===== src/rtl/spr_pkg.sv =====
// Shared types, constants and register codes for the servo pulse ramp controller.
package spr_pkg;

    localparam int CHANNELS_DEF = 2;
    localparam int QUEUE_DEPTH  = 2;

    localparam int WIDTH_W     = 16;
    localparam int ANGLE_W     = 8;
    localparam int CPU_W       = 7;
    localparam int SHIFT_W     = 3;
    localparam int CFG_INDEX_W = 3;
    localparam int CFG_DATA_W  = 16;

    // Fixed shift of the compare word: widths are in 1/16 us
    localparam logic [3:0] FRAC_SHIFT = 4'd4;

    localparam logic signed [ANGLE_W-1:0] ANGLE_HI = 8'sd90;
    localparam logic signed [ANGLE_W-1:0] ANGLE_LO = -8'sd90;
    localparam int ANGLE_SPAN = 180;

    // Reciprocal of the angle span for the angle to width map
    localparam int RECIP_SHIFT = 31;
    localparam longint unsigned RECIP_FULL = (64'd1 << RECIP_SHIFT) / ANGLE_SPAN;
    localparam logic [23:0] RECIP_SPAN = 24'(RECIP_FULL);

    localparam logic [CPU_W-1:0]   RST_CLOCKS_PER_US  = 7'd4;
    localparam logic [SHIFT_W-1:0] RST_PRESCALE_SHIFT = 3'd4;
    localparam logic [WIDTH_W-1:0] RST_NEG_END_WIDTH  = 16'd8000;
    localparam logic [WIDTH_W-1:0] RST_POS_END_WIDTH  = 16'd38400;
    localparam logic [WIDTH_W-1:0] RST_RAMP_STRIDE    = 16'd16;

    typedef enum logic [2:0] {
        OP_SET_WIDTH  = 3'd0,
        OP_RAMP_WIDTH = 3'd1,
        OP_SET_ANGLE  = 3'd2,
        OP_RAMP_ANGLE = 3'd3,
        OP_TICK       = 3'd4
    } op_t;

    typedef enum logic [CFG_INDEX_W-1:0] {
        REG_CLOCKS_PER_US  = 3'd0,
        REG_PRESCALE_SHIFT = 3'd1,
        REG_NEG_END_WIDTH  = 3'd2,
        REG_POS_END_WIDTH  = 3'd3,
        REG_RAMP_STRIDE    = 3'd4
    } cfg_reg_t;

    typedef struct packed {
        logic [CPU_W-1:0]   clocks_per_us;
        logic [SHIFT_W-1:0] prescale_shift;
        logic [WIDTH_W-1:0] neg_end_width;
        logic [WIDTH_W-1:0] pos_end_width;
        logic [WIDTH_W-1:0] ramp_stride;
    } cfg_t;

    typedef struct packed {
        op_t                        op;
        logic                       ch;
        logic signed [ANGLE_W-1:0]  ang;
        logic [ANGLE_W-1:0]         ang_ofs;
        logic [WIDTH_W-1:0]         wval;
    } cmd_t;

endpackage


===== src/rtl/spr_front.sv =====
// Front end: takes input items, clamps the angle, saturates the channel and queues a command.
module spr_front
    import spr_pkg::*;
#(
    parameter int CHANNELS = CHANNELS_DEF
)
(
    input  logic                       in_valid,
    output logic                       in_ready,
    input  logic [2:0]                 opcode,
    input  logic                       channel,
    input  logic [WIDTH_W-1:0]         width_value,
    input  logic signed [ANGLE_W-1:0]  angle,
    input  logic                       q_full,
    output logic                       q_push,
    output cmd_t                       q_cmd
);

    logic signed [ANGLE_W-1:0] ang_clamped;

    always_comb
    begin
        if (angle < ANGLE_LO)
        begin
            ang_clamped = ANGLE_LO;
        end
        else if (angle > ANGLE_HI)
        begin
            ang_clamped = ANGLE_HI;
        end
        else
        begin
            ang_clamped = angle;
        end
    end

    assign in_ready = !q_full;
    assign q_push   = in_valid && !q_full;

    always_comb
    begin
        q_cmd.op      = op_t'(opcode);
        // a one-channel build folds channel 1 onto channel 0
        q_cmd.ch      = (CHANNELS > 1) ? channel : 1'b0;
        q_cmd.ang     = ang_clamped;
        q_cmd.ang_ofs = ang_clamped + ANGLE_HI;
        q_cmd.wval    = width_value;
    end

endmodule


===== src/rtl/spr_queue.sv =====
// Short command queue between front end and back end.
module spr_queue
    import spr_pkg::*;
#(
    parameter int DEPTH = QUEUE_DEPTH
)
(
    input  logic clk,
    input  logic rst_n,
    input  logic push,
    input  cmd_t push_cmd,
    output logic full,
    input  logic pop,
    output logic head_valid,
    output cmd_t head_cmd
);

    localparam int PTR_W = (DEPTH > 1) ? $clog2(DEPTH) : 1;
    localparam int CNT_W = $clog2(DEPTH + 1);
    localparam logic [PTR_W-1:0] PTR_LAST = PTR_W'(DEPTH - 1);

    cmd_t             slot_reg [DEPTH];
    logic [PTR_W-1:0] wr_ptr_reg;
    logic [PTR_W-1:0] rd_ptr_reg;
    logic [CNT_W-1:0] count_reg;
    logic             do_push;
    logic             do_pop;

    assign full       = (count_reg == CNT_W'(DEPTH));
    assign head_valid = (count_reg != '0);
    assign head_cmd   = slot_reg[rd_ptr_reg];
    assign do_push    = push && !full;
    assign do_pop     = pop && head_valid;

    always_ff @(posedge clk or negedge rst_n)
    begin
        if (!rst_n)
        begin
            wr_ptr_reg <= '0;
            rd_ptr_reg <= '0;
            count_reg  <= '0;
        end
        else
        begin
            if (do_push)
            begin
                wr_ptr_reg <= (wr_ptr_reg == PTR_LAST) ? '0 : wr_ptr_reg + 1'b1;
            end
            if (do_pop)
            begin
                rd_ptr_reg <= (rd_ptr_reg == PTR_LAST) ? '0 : rd_ptr_reg + 1'b1;
            end
            if (do_push && !do_pop)
            begin
                count_reg <= count_reg + 1'b1;
            end
            else if (do_pop && !do_push)
            begin
                count_reg <= count_reg - 1'b1;
            end
        end
    end

    always_ff @(posedge clk)
    begin
        if (do_push)
        begin
            slot_reg[wr_ptr_reg] <= push_cmd;
        end
    end

endmodule


===== src/rtl/spr_back.sv =====
// Back end: per-channel width state, angle map, ramp step, compare word and result register.
module spr_back
    import spr_pkg::*;
#(
    parameter int CHANNELS = CHANNELS_DEF
)
(
    input  logic                       clk,
    input  logic                       rst_n,
    input  cfg_t                       cfg,
    input  logic                       q_valid,
    input  cmd_t                       q_cmd,
    output logic                       q_pop,
    output logic                       out_valid,
    input  logic                       out_ready,
    output logic                       out_channel,
    output logic [7:0]                 compare_high,
    output logic [1:0]                 compare_low,
    output logic [WIDTH_W-1:0]         current_width,
    output logic signed [ANGLE_W-1:0]  current_angle,
    output logic                       at_target
);

    localparam int CH_W   = (CHANNELS > 1) ? $clog2(CHANNELS) : 1;
    localparam int SPAN_W = WIDTH_W + 1;
    localparam int PROD_W = SPAN_W + ANGLE_W;
    localparam int RCP_W  = PROD_W + 24;
    localparam int CMP_W  = WIDTH_W + CPU_W;

    typedef enum logic [6:0] {
        ST_IDLE  = 7'b0000001,
        ST_EXEC  = 7'b0000010,
        ST_MUL   = 7'b0000100,
        ST_RECIP = 7'b0001000,
        ST_FIX   = 7'b0010000,
        ST_CMP   = 7'b0100000,
        ST_OUT   = 7'b1000000
    } state_t;

    state_t                    state_reg;
    state_t                    state_next;
    cmd_t                      cmd_reg;
    logic [WIDTH_W-1:0]        width_now_reg  [CHANNELS];
    logic [WIDTH_W-1:0]        width_goal_reg [CHANNELS];
    logic signed [ANGLE_W-1:0] angle_last_reg [CHANNELS];
    logic [PROD_W-1:0]         prod_reg;
    logic                      span_neg_reg;
    logic [RCP_W-1:0]          recip_reg;
    logic [CMP_W-1:0]          cmp_prod_reg;
    logic                      out_valid_reg;
    logic                      out_channel_reg;
    logic [7:0]                compare_high_reg;
    logic [1:0]                compare_low_reg;
    logic [WIDTH_W-1:0]        current_width_reg;
    logic signed [ANGLE_W-1:0] current_angle_reg;
    logic                      at_target_reg;

    logic [CH_W-1:0]    idx;
    logic [WIDTH_W-1:0] now_w;
    logic [WIDTH_W-1:0] goal_w;
    logic [SPAN_W-1:0]  up_sum;
    logic [WIDTH_W-1:0] down_gap;
    logic [WIDTH_W-1:0] ramp_w;
    logic [SPAN_W-1:0]  span;
    logic [SPAN_W-1:0]  span_mag;
    logic [SPAN_W-1:0]  q_est;
    logic [PROD_W-1:0]  q_times_span;
    logic [PROD_W-1:0]  rem;
    logic [SPAN_W-1:0]  q_fix;
    logic [WIDTH_W-1:0] map_w;
    logic [3:0]         cmp_shift;
    logic [CMP_W-1:0]   cmp_word;
    logic               wr_now;
    logic               wr_goal;
    logic               wr_angle;
    logic [WIDTH_W-1:0] now_next;
    logic [WIDTH_W-1:0] goal_next;
    logic               out_load;

    assign idx    = CH_W'(cmd_reg.ch);
    assign now_w  = width_now_reg[idx];
    assign goal_w = width_goal_reg[idx];

    // one tick of slew toward the goal, never past it
    always_comb
    begin
        up_sum   = {1'b0, now_w} + {1'b0, cfg.ramp_stride};
        down_gap = now_w - goal_w;
        if (now_w < goal_w)
        begin
            ramp_w = (up_sum > {1'b0, goal_w}) ? goal_w : up_sum[WIDTH_W-1:0];
        end
        else if (now_w > goal_w)
        begin
            ramp_w = (down_gap > cfg.ramp_stride) ? now_w - cfg.ramp_stride : goal_w;
        end
        else
        begin
            ramp_w = now_w;
        end
    end

    // angle map: neg + trunc(span * (angle + 90) / 180), on the span magnitude
    always_comb
    begin
        span         = {1'b0, cfg.pos_end_width} - {1'b0, cfg.neg_end_width};
        span_mag     = span[SPAN_W-1] ? (~span + 1'b1) : span;
        q_est        = recip_reg[RECIP_SHIFT +: SPAN_W];
        q_times_span = PROD_W'(q_est) * PROD_W'(ANGLE_SPAN);
        rem          = prod_reg - q_times_span;
        q_fix        = (rem >= PROD_W'(ANGLE_SPAN)) ? q_est + 1'b1 : q_est;
        map_w        = span_neg_reg ? cfg.neg_end_width - q_fix[WIDTH_W-1:0]
                                    : cfg.neg_end_width + q_fix[WIDTH_W-1:0];
    end

    assign cmp_shift = FRAC_SHIFT + {1'b0, cfg.prescale_shift};
    assign cmp_word  = cmp_prod_reg >> cmp_shift;
    assign out_load  = (state_reg == ST_OUT) && (!out_valid_reg || out_ready);
    assign q_pop     = (state_reg == ST_IDLE) && q_valid;

    always_comb
    begin
        state_next = state_reg;
        wr_now     = 1'b0;
        wr_goal    = 1'b0;
        wr_angle   = 1'b0;
        now_next   = cmd_reg.wval;
        goal_next  = cmd_reg.wval;
        case (state_reg)
            ST_IDLE:
            begin
                if (q_valid)
                begin
                    state_next = ST_EXEC;
                end
            end
            ST_EXEC:
            begin
                state_next = ST_CMP;
                case (cmd_reg.op)
                    OP_SET_WIDTH:
                    begin
                        wr_now  = 1'b1;
                        wr_goal = 1'b1;
                    end
                    OP_RAMP_WIDTH:
                    begin
                        wr_goal = 1'b1;
                    end
                    OP_SET_ANGLE, OP_RAMP_ANGLE:
                    begin
                        state_next = ST_MUL;
                    end
                    OP_TICK:
                    begin
                        wr_now   = 1'b1;
                        now_next = ramp_w;
                    end
                    default:
                    begin
                        // unused opcode: report only
                    end
                endcase
            end
            ST_MUL:
            begin
                state_next = ST_RECIP;
            end
            ST_RECIP:
            begin
                state_next = ST_FIX;
            end
            ST_FIX:
            begin
                state_next = ST_CMP;
                wr_angle   = 1'b1;
                wr_goal    = 1'b1;
                goal_next  = map_w;
                now_next   = map_w;
                wr_now     = (cmd_reg.op == OP_SET_ANGLE);
            end
            ST_CMP:
            begin
                state_next = ST_OUT;
            end
            ST_OUT:
            begin
                if (out_load)
                begin
                    state_next = ST_IDLE;
                end
            end
            default:
            begin
                state_next = ST_IDLE;
            end
        endcase
    end

    always_ff @(posedge clk or negedge rst_n)
    begin
        if (!rst_n)
        begin
            state_reg     <= ST_IDLE;
            out_valid_reg <= 1'b0;
            for (int i = 0; i < CHANNELS; i++)
            begin
                width_now_reg[i]  <= '0;
                width_goal_reg[i] <= '0;
                angle_last_reg[i] <= '0;
            end
        end
        else
        begin
            state_reg <= state_next;
            if (wr_now)
            begin
                width_now_reg[idx] <= now_next;
            end
            if (wr_goal)
            begin
                width_goal_reg[idx] <= goal_next;
            end
            if (wr_angle)
            begin
                angle_last_reg[idx] <= cmd_reg.ang;
            end
            if (out_load)
            begin
                out_valid_reg <= 1'b1;
            end
            else if (out_ready)
            begin
                out_valid_reg <= 1'b0;
            end
        end
    end

    always_ff @(posedge clk)
    begin
        if (q_pop)
        begin
            cmd_reg <= q_cmd;
        end
        if (state_reg == ST_MUL)
        begin
            prod_reg     <= PROD_W'(span_mag) * PROD_W'(cmd_reg.ang_ofs);
            span_neg_reg <= span[SPAN_W-1];
        end
        if (state_reg == ST_RECIP)
        begin
            recip_reg <= RCP_W'(prod_reg) * RCP_W'(RECIP_SPAN);
        end
        if (state_reg == ST_CMP)
        begin
            cmp_prod_reg <= CMP_W'(now_w) * CMP_W'(cfg.clocks_per_us);
        end
        if (out_load)
        begin
            out_channel_reg   <= cmd_reg.ch;
            compare_high_reg  <= cmp_word[9:2];
            compare_low_reg   <= cmp_word[1:0];
            current_width_reg <= now_w;
            current_angle_reg <= angle_last_reg[idx];
            at_target_reg     <= (now_w == goal_w);
        end
    end

    assign out_valid     = out_valid_reg;
    assign out_channel   = out_channel_reg;
    assign compare_high  = compare_high_reg;
    assign compare_low   = compare_low_reg;
    assign current_width = current_width_reg;
    assign current_angle = current_angle_reg;
    assign at_target     = at_target_reg;

endmodule


===== src/rtl/servo_pulse_ramp_controller_top.sv =====
// Top level: configuration registers and the front end, queue and back end.
// out_valid rises once an item has passed the queue and the back-end states IDLE, EXEC,
// CMP and OUT (width, tick and unused opcodes; angle commands add MUL, RECIP and FIX),
// and a stalled result holds the next one back. The back end takes no new item until
// the last result is loaded; a two-entry queue takes items while a result waits to be taken.
// Reset (rst_n low, asynchronous) zeroes widths, goals and angles and restores the registers.
module servo_pulse_ramp_controller_top
    import spr_pkg::*;
#(
    parameter int CHANNELS = CHANNELS_DEF
)
(
    input  logic                       clk,
    input  logic                       rst_n,
    input  logic                       cfg_we,
    input  logic [CFG_INDEX_W-1:0]     cfg_index,
    input  logic [CFG_DATA_W-1:0]      cfg_data,
    input  logic                       in_valid,
    output logic                       in_ready,
    input  logic [2:0]                 opcode,
    input  logic                       channel,
    input  logic [WIDTH_W-1:0]         width_value,
    input  logic signed [ANGLE_W-1:0]  angle,
    output logic                       out_valid,
    input  logic                       out_ready,
    output logic                       out_channel,
    output logic [7:0]                 compare_high,
    output logic [1:0]                 compare_low,
    output logic [WIDTH_W-1:0]         current_width,
    output logic signed [ANGLE_W-1:0]  current_angle,
    output logic                       at_target
);

    cfg_t cfg_reg;
    cmd_t push_cmd;
    cmd_t head_cmd;
    logic q_push;
    logic q_full;
    logic q_pop;
    logic q_valid;

    always_ff @(posedge clk or negedge rst_n)
    begin
        if (!rst_n)
        begin
            cfg_reg.clocks_per_us  <= RST_CLOCKS_PER_US;
            cfg_reg.prescale_shift <= RST_PRESCALE_SHIFT;
            cfg_reg.neg_end_width  <= RST_NEG_END_WIDTH;
            cfg_reg.pos_end_width  <= RST_POS_END_WIDTH;
            cfg_reg.ramp_stride    <= RST_RAMP_STRIDE;
        end
        else if (cfg_we)
        begin
            case (cfg_reg_t'(cfg_index))
                REG_CLOCKS_PER_US:  cfg_reg.clocks_per_us  <= cfg_data[CPU_W-1:0];
                REG_PRESCALE_SHIFT: cfg_reg.prescale_shift <= cfg_data[SHIFT_W-1:0];
                REG_NEG_END_WIDTH:  cfg_reg.neg_end_width  <= cfg_data;
                REG_POS_END_WIDTH:  cfg_reg.pos_end_width  <= cfg_data;
                REG_RAMP_STRIDE:    cfg_reg.ramp_stride    <= cfg_data;
                default:
                begin
                    // drop writes beyond the register list
                end
            endcase
        end
    end

    spr_front #(
        .CHANNELS (CHANNELS)
    ) u_front (
        .in_valid    (in_valid),
        .in_ready    (in_ready),
        .opcode      (opcode),
        .channel     (channel),
        .width_value (width_value),
        .angle       (angle),
        .q_full      (q_full),
        .q_push      (q_push),
        .q_cmd       (push_cmd)
    );

    spr_queue #(
        .DEPTH (QUEUE_DEPTH)
    ) u_queue (
        .clk        (clk),
        .rst_n      (rst_n),
        .push       (q_push),
        .push_cmd   (push_cmd),
        .full       (q_full),
        .pop        (q_pop),
        .head_valid (q_valid),
        .head_cmd   (head_cmd)
    );

    spr_back #(
        .CHANNELS (CHANNELS)
    ) u_back (
        .clk           (clk),
        .rst_n         (rst_n),
        .cfg           (cfg_reg),
        .q_valid       (q_valid),
        .q_cmd         (head_cmd),
        .q_pop         (q_pop),
        .out_valid     (out_valid),
        .out_ready     (out_ready),
        .out_channel   (out_channel),
        .compare_high  (compare_high),
        .compare_low   (compare_low),
        .current_width (current_width),
        .current_angle (current_angle),
        .at_target     (at_target)
    );

endmodule


===== config.mk =====
export PLATFORM = sky130hd
export DESIGN_NAME = servo_pulse_ramp_controller_top
export DESIGN_NICKNAME = d
export VERILOG_FILES = /design/src/rtl/spr_pkg.sv /design/src/rtl/spr_front.sv /design/src/rtl/spr_queue.sv /design/src/rtl/spr_back.sv /design/src/rtl/servo_pulse_ramp_controller_top.sv
export SDC_FILE = /design/constraint.sdc
export NUM_CORES = 2
export LEC_CHECK = 0
export ABC_AREA = 0
export BUFFER_PORTS_ARGS = -buffer_cell sky130_fd_sc_hd__buf_2
export CAP_MARGIN = 20
export CORE_ASPECT_RATIO = 1.25
export CORE_MARGIN = 1.5
export CORE_UTILIZATION = 42
export CTS_CLUSTER_SIZE = 28
export DETAILED_ROUTE_END_ITERATION = 10
export HOLD_SLACK_MARGIN = 0.06
export RECOVER_POWER = 50
export REMOVE_ABC_BUFFERS = 1
export SLEW_MARGIN = 10
export SYNTH_ARGS = -nofsm -noshare
export SYNTH_HDL_FRONTEND = slang
export SYNTH_HIERARCHICAL = 1
export SYNTH_SLANG_ARGS = --single-unit
export TNS_END_PERCENT = 20

===== constraint.sdc =====
create_clock -name clk -period 16.6 [get_ports clk]
set_input_delay 0 -clock clk [delete_from_list [all_inputs] [get_ports clk]]
set_output_delay 0 -clock clk [all_outputs]
set_load 0.01 [all_outputs]

# ---- Word level (Yosys, flattened, before mapping)
# Memories as Yosys holds them, arrays and structs flattened. A register that Yosys moved wholly into a read port is not among the register bits.
# Index checks and enable logic that the tools add are counted.
dict set report totals {
  ff_bits 278
  ramBits 72
  word_cells 149
  mem_count 1
}
dict set report classes {
  addsub 15
  mul 4
  magnitude_cmp 9
  n_eq_ne 19
  n_shift 1
  mux 45
  bitwise_logic 2
  n_reduce_logical 27
}
# memory depth width read_ports rd_ports_with_merged_regs write_ports line_no
set memory_table {}
lappend memory_table {u_queue.slot_reg 2 36 1 1 1 spr_queue.sv:22} ;# cmd_t slot_reg [DEPTH];
# cell count
set op_table {}
lappend op_table {{two-way mux 16 bit} 15}
lappend op_table {{bitwise mux 32 bit} 2}
lappend op_table {{case mux 7 bit (7 select lines)} 1}
lappend op_table {{two-way mux 8 bit} 6}
lappend op_table {{subtractor 16 bit} 3}
lappend op_table {{multiplier 25 x 19 -> 43 bit, second input constant} 1}
lappend op_table {{> comparator 16 bit} 2}
lappend op_table {{case mux 16 bit (2 select lines)} 1}
lappend op_table {{greater-or-equal comparator 25 x 8 -> 1 bit, second input constant} 1}
lappend op_table {{multiplier 17 x 8 -> 25 bit} 1}
lappend op_table {{subtractor 25 bit} 1}
lappend op_table {{multiplier 16 x 7 -> 23 bit} 1}
lappend op_table {{multiplier 17 x 6 -> 23 bit, second input constant} 1}
lappend op_table {{right shift 23 x 4 -> 10 bit} 1}
lappend op_table {{adder 16 x 16 -> 17 bit} 1}
lappend op_table {{adder 17 x 1 -> 17 bit, second input constant} 1}
lappend op_table {{> comparator 17 x 16 -> 1 bit} 1}
lappend op_table {{two-way mux 17 bit} 1}
lappend op_table {{inverter 17 bit} 1}
lappend op_table {{subtractor 16 x 16 -> 17 bit} 1}
lappend op_table {{adder 16 x 1 -> 16 bit, second input constant} 1}
lappend op_table {{adder 16 bit} 1}
lappend op_table {{bitwise mux 16 bit} 1}
lappend op_table {{demux 16 bit (select 1 bit)} 1}
lappend op_table {{37 further kinds} 75}

# ---- Longest topological paths before layout
dict set report logic_depth {
  word_depth 12
  ltp_mapped 47
}

# ---- Modules after synthesis
# The synthesis kept the hierarchy.
# mod instances cells_per_inst area_per_inst_um2
set by_module_without_submodules {}
lappend by_module_without_submodules {spr_back 1 3430 31980.7}
lappend by_module_without_submodules {spr_queue 1 131 2947.8}
lappend by_module_without_submodules {servo_pulse_ramp_controller_top 1 126 2371.0}
lappend by_module_without_submodules {spr_front 1 79 490.5}

# ---- Worst setup path before layout
# Ideal clock, no wire load.
dict set report synth_timing {
  path_type {flip-flop to flip-flop}
  from {reg u_back.recip_reg[35]}
  to {reg u_back/width_now_reg[12] (netlist bit)}
  setup_time_ps 132
  t_arrival_ps 9165
  required_time_ps 16468
  slack_ps 7303
  path_stages_with_launch 46
  path_buffers 1
  synth_period_minus_slack_ps 9297
  path_cell_list {edfxtp_1 -> ha_1 -> inv_1 -> fa_1 -> fa_1 -> inv_1 -> ha_1 -> a21oi_1 -> o21bai_1 -> a21oi_1 -> o21bai_1 -> a21oi_1 -> o21bai_1 -> a21oi_1 -> o21a_1 -> nor3_1 -> a41o_1 -> o41ai_1 -> [... 10 more ...] -> buf_6 -> xnor2_1 -> ha_1 -> inv_1 -> fa_1 -> a21o_1 -> a21oi_1 -> o21ai_0 -> a21oi_1 -> o21bai_1 -> a21oi_1 -> o21bai_1 -> a2111oi_0 -> nor3_1 -> xor2_1 -> a22o_1 -> a211oi_1 -> o21ai_0}
}
dict set report synth_between {
  elab_chain_cells 8
  elab_cells_between_ends 10
  cone_classes {add/sub: 4; mul: 1; order compare: 1; mux: 4}
}
# item line_no
set synth_rtl {}
lappend synth_rtl {{from (decl)} spr_back.sv:48} ;# logic [RCP_W-1:0] recip_reg;
lappend synth_rtl {{from (signal assigned)} spr_back.sv:252} ;# recip_reg <= RCP_W'(prod_reg) * RCP_W'(RECIP_SPAN);
lappend synth_rtl {{multiplier 17 x 6 -> 23 bit} spr_back.sv:109} ;# q_times_span = PROD_W'(q_est) * PROD_W'(ANGLE_SPAN);
lappend synth_rtl {{subtractor 25 bit} spr_back.sv:110} ;# rem = prod_reg - q_times_span;
lappend synth_rtl {{greater-or-equal comparator 25 x 8 -> 1 bit} spr_back.sv:111} ;# q_fix = (rem >= PROD_W'(ANGLE_SPAN)) ? q_est + 1'b1 : q_est;
lappend synth_rtl {{two-way mux 16 bit *} spr_back.sv:111}
lappend synth_rtl {{adder 16 bit or subtractor 16 bit (tied branches)} {spr_back.sv:113, spr_back.sv:112}}
lappend synth_rtl {{two-way mux 16 bit *} spr_back.sv:112} ;# map_w = span_neg_reg ? cfg.neg_end_width - q_fix[WIDTH_W-1:0]
lappend synth_rtl {{case mux 16 bit (2 select lines) *} spr_back.sv:129} ;# case (state_reg)
lappend synth_rtl {{bitwise mux 32 bit *} spr_back.sv:218} ;# width_now_reg[idx] <= now_next;
lappend synth_rtl {{to (signal, indexed assignment)} spr_back.sv:218}
lappend synth_rtl {{to (decl)} spr_back.sv:43} ;# logic [WIDTH_W-1:0] width_now_reg [CHANNELS];
# Mark *: on every way between the ends. The rest lies on a longest branch, timed or not.
# A chain may end at the register's enable or synchronous reset.

# ---- Final worst setup path
dict set report layout_timing {
  from {reg u_back.recip_reg[31]}
  to {reg u_back/width_goal_reg[14] (netlist bit)}
}
dict set report layout_between {
  elab_chain_cells 8
  elab_cells_between_ends 10
  cone_classes {add/sub: 4; mul: 1; order compare: 1; mux: 4}
}
# item line_no
set layout_rtl {}
lappend layout_rtl {{multiplier 17 x 6 -> 23 bit} spr_back.sv:109}
lappend layout_rtl {{subtractor 25 bit} spr_back.sv:110}
lappend layout_rtl {{greater-or-equal comparator 25 x 8 -> 1 bit} spr_back.sv:111}
lappend layout_rtl {{two-way mux 16 bit *} spr_back.sv:111}
lappend layout_rtl {{adder 16 bit or subtractor 16 bit (tied branches)} {spr_back.sv:113, spr_back.sv:112}}
lappend layout_rtl {{two-way mux 16 bit *} spr_back.sv:112}
lappend layout_rtl {{two-way mux 16 bit *} spr_back.sv:129}
lappend layout_rtl {{bitwise mux 32 bit *} spr_back.sv:222} ;# width_goal_reg[idx] <= goal_next;
lappend layout_rtl {{to (signal, indexed assignment)} spr_back.sv:222}
lappend layout_rtl {{to (decl)} spr_back.sv:44} ;# logic [WIDTH_W-1:0] width_goal_reg [CHANNELS];
# Marks and branches as above.

==> results.tsv <==
metric	value	unit
Vias	26318	
CP Capture Point	u_back/width_goal_reg[14]	
nets	4690	
register-to-register path setup slack	5.89	ns
max-cap violation count	6	
Syn. warnings	6	
R2R cell count	44	
Top FF cell, synth	edfxtp_1	
Setup Skew	0.0262	ns
buffers inserted by post-CTS timing repair	0	
I/O pins	90	
WL/cell	18.4	µm
fillers	8502	
Post-synth ARST share	42.4	%
Crit. Startpoint	u_back/recip_reg[31]	
vias per inst	5.20	
WP data required	17.01	ns
H-tree levels	2	
Most common cell on crit path	a21oi_1	
Post-Synthesis Cells	3766	
die width	271	µm
cell taking the most area after synthesis	fa_1	
max reg flops	72	
Clock Path Buffers	3	
largest net degree at the start of global routing	85	
Syn-to-layout area delta	7.85	%
Seq/Total Area, Yosys	26.2	%
DIE AREA	91800	µm²
drt initial violations	1147	
DP HPWL	75000	µm
failing checks	capacitance limit, slew limit	
post-cts resize count	0	
syn_area_per_cell	10.0	µm²
Slew Limit Fails	251	
Worst path max stage delay	0.65	ns
Netlist cell types	110	
share of layout cells above drive strength 1	6.95	%
Final Hold Fails	0	
Post-synth EDFFs	204	
final setup violating endpoints	0	
CTS Hold Bufs	53	
CTS buffer count	38	
Port Buffer Count	89	
hold path cells	2	
DR DRC count	0	
starting density of the core	42.5	%
total grt overflow	0	
Fmax achieved	0.0933	GHz
Worst Setup Slack, final	5.89	ns
vias in the first global route	27188	
Min-Delay Path Class	in2reg	
CORE AREA	88800	µm²
drt pass-1 iters	5	
minimum clock period	10.71	ns
DRT antenna net count	0	
Worst-Skew Late Latency	0.57	ns
post-synth top area share	18.9	%
Tcrit/Tclk final	64.5	%
Setup TNS	0	ns
GRT Resource Usage Total	20.4	%
Synth Cell Area	37800	µm²
critical path class	reg2reg	
Root Driver	clkbuf_16	
R2R Path End	u_back/width_goal_reg[14]	
status	finished with violations	
crit path DAT	11.12	ns
Worst setup EP type	flop	
Clock Sinks	354	
final wirelength	93300	µm
unrepaired setup endpoints after global routing	false	
TritonCTS clock tree	done	
initial antenna violation count	1	
Die Ht	338	µm
first-pass GRT wire length	148000	µm
row cnt	122	
Worst slew margin	-228	%
crit path launch type	flop	
post-place setup slack	6.02	ns
worst r2r src	u_back/recip_reg[31]	
CP max-delay cell	edfxtp_1	
Clk pin slew, worst setup/hold paths	0.06	ns
worst-path fanout max	14	
gp weighted congestion	0.881	
#FFs+latches synth	354	
Area contributors post-synth	fa_1 (19%), edfxtp_1 (16%), ha_1 (14%)	
worst-margin pin slew	4.92	ns
-- through the flow --
stage | hold WS [ns] | instance area [µm²] | util [%] | std cells
after floorplan | -0.296 | 37200 | - | 3654
after global placement | 0.127 | 39300 | 44.2 | 4939
after detailed placement | 0.124 | 39300 | 44.2 | 4939
after CTS | 0.0771 | 41000 | 46.2 | 5061
after global routing | 0.162 | 40800 | 45.9 | 5063
final | 0.160 | 40800 | 45.9 | 5064
-- kinds of logic after synthesis --
family	synth area share [%]
xor gates and xnor gates	4.16
AOI/OAI and AO/OA	9.78
adders and majority gates	33.0
buffers and inverters	8.13
muxes	7.20
and+or+nand+nor	11.6
DFF	26.2
-- area by class of cell --
cell class	instances	area, µm²	area share (%)
diodes	1	2.50	0.00614
clock buffers	56	1100	2.70
clock inverters	13	120	0.295
inverters	650	2440	5.99
multi-input cells	2650	24700	60.5
flip-flops and latches	354	9900	24.3
well taps	1178	1470	3.62
repair buffers	162	1070	2.62
-- per-layer routing --
layer  track usage, %  up-vias  share of wire, %  routed length, µm
li1                 -    12768                 -                  -
met1             25.2    12897                42              39600
met2             36.9      502                51              47500
met3             1.81      149               3.2               3000
met4             6.81        2               3.4               3200
met5                0        -             0.017                 16
-- how the worst min path moves through the flow --
stage          slack [ns]            from                      to
3_5_place_dp         0.12           rst_n              cfg_reg[9]
5_1_grt              0.16  width_value[7]  u_queue/slot_reg[0][7]
6_report             0.16  width_value[2]  u_queue/slot_reg[1][2]
4_1_cts              0.08           rst_n              cfg_reg[9]
3_3_place_gp         0.13           rst_n              cfg_reg[9]
2_1_floorplan       -0.30           rst_n              cfg_reg[0]
-- cells in the mapped netlist (all sizes together) (6+ instances only) --
| master | number |
|---|---|
| a211oi | 22 |
| a21o | 38 |
| nand4 | 22 |
| a22o | 10 |
| mux2 | 158 |
| nand3b | 9 |
| a2111oi | 7 |
| nor2b | 36 |
| buf | 46 |
| o21ai | 156 |
| mux2i | 73 |
| nand2 | 308 |
| nor4 | 9 |
| dfrtp | 136 |
| o31ai | 17 |
| nor2 | 207 |
| nor3 | 62 |
| a21boi | 20 |
| nor4b | 6 |
| or2 | 13 |
| and3 | 16 |
| o211ai | 18 |
| and2 | 85 |
| dfstp | 14 |
| inv | 649 |
| or3 | 22 |
| o21a | 22 |
| xor2 | 53 |
| o221ai | 6 |
| edfxtp | 204 |
| a221oi | 7 |
| clkbuf | 66 |
| a31oi | 18 |
| o21bai | 15 |
| a211o | 6 |
| a21oi | 150 |
| nand3 | 40 |
| xnor2 | 124 |
| nand2b | 30 |
| ha | 426 |
| fa | 356 |
-- critical path: cells and delay by family (launching register included) --
kind	cells	cell delay [ns]
AOI/OAI and AO/OA	26	5.42
adders and majority gates	6	2.25
and+or+nand+nor	7	1.55
DFF	1	0.65
xor gates and xnor gates	3	0.57
buffers and inverters	2	0.11
-- cells in the final DEF (no fill, tap or decap), types with 61 or more instances in the layout --
cell	count
inv_1	647
ha_1	426
fa_1	356
nand2_1	307
nor2_1	205
edfxtp_1	204
a21oi_1	148
o21ai_0	144
dfrtp_1	135
xnor2_1	124
mux2_2	91
and2_1	84
mux2i_1	73
clkbuf_1	69
nor3_1	62
mux2_1	61
Power is left out: the tool's default activity adds up to more than one toggle a clock period on the data nets, which glitch-free logic cannot reach.
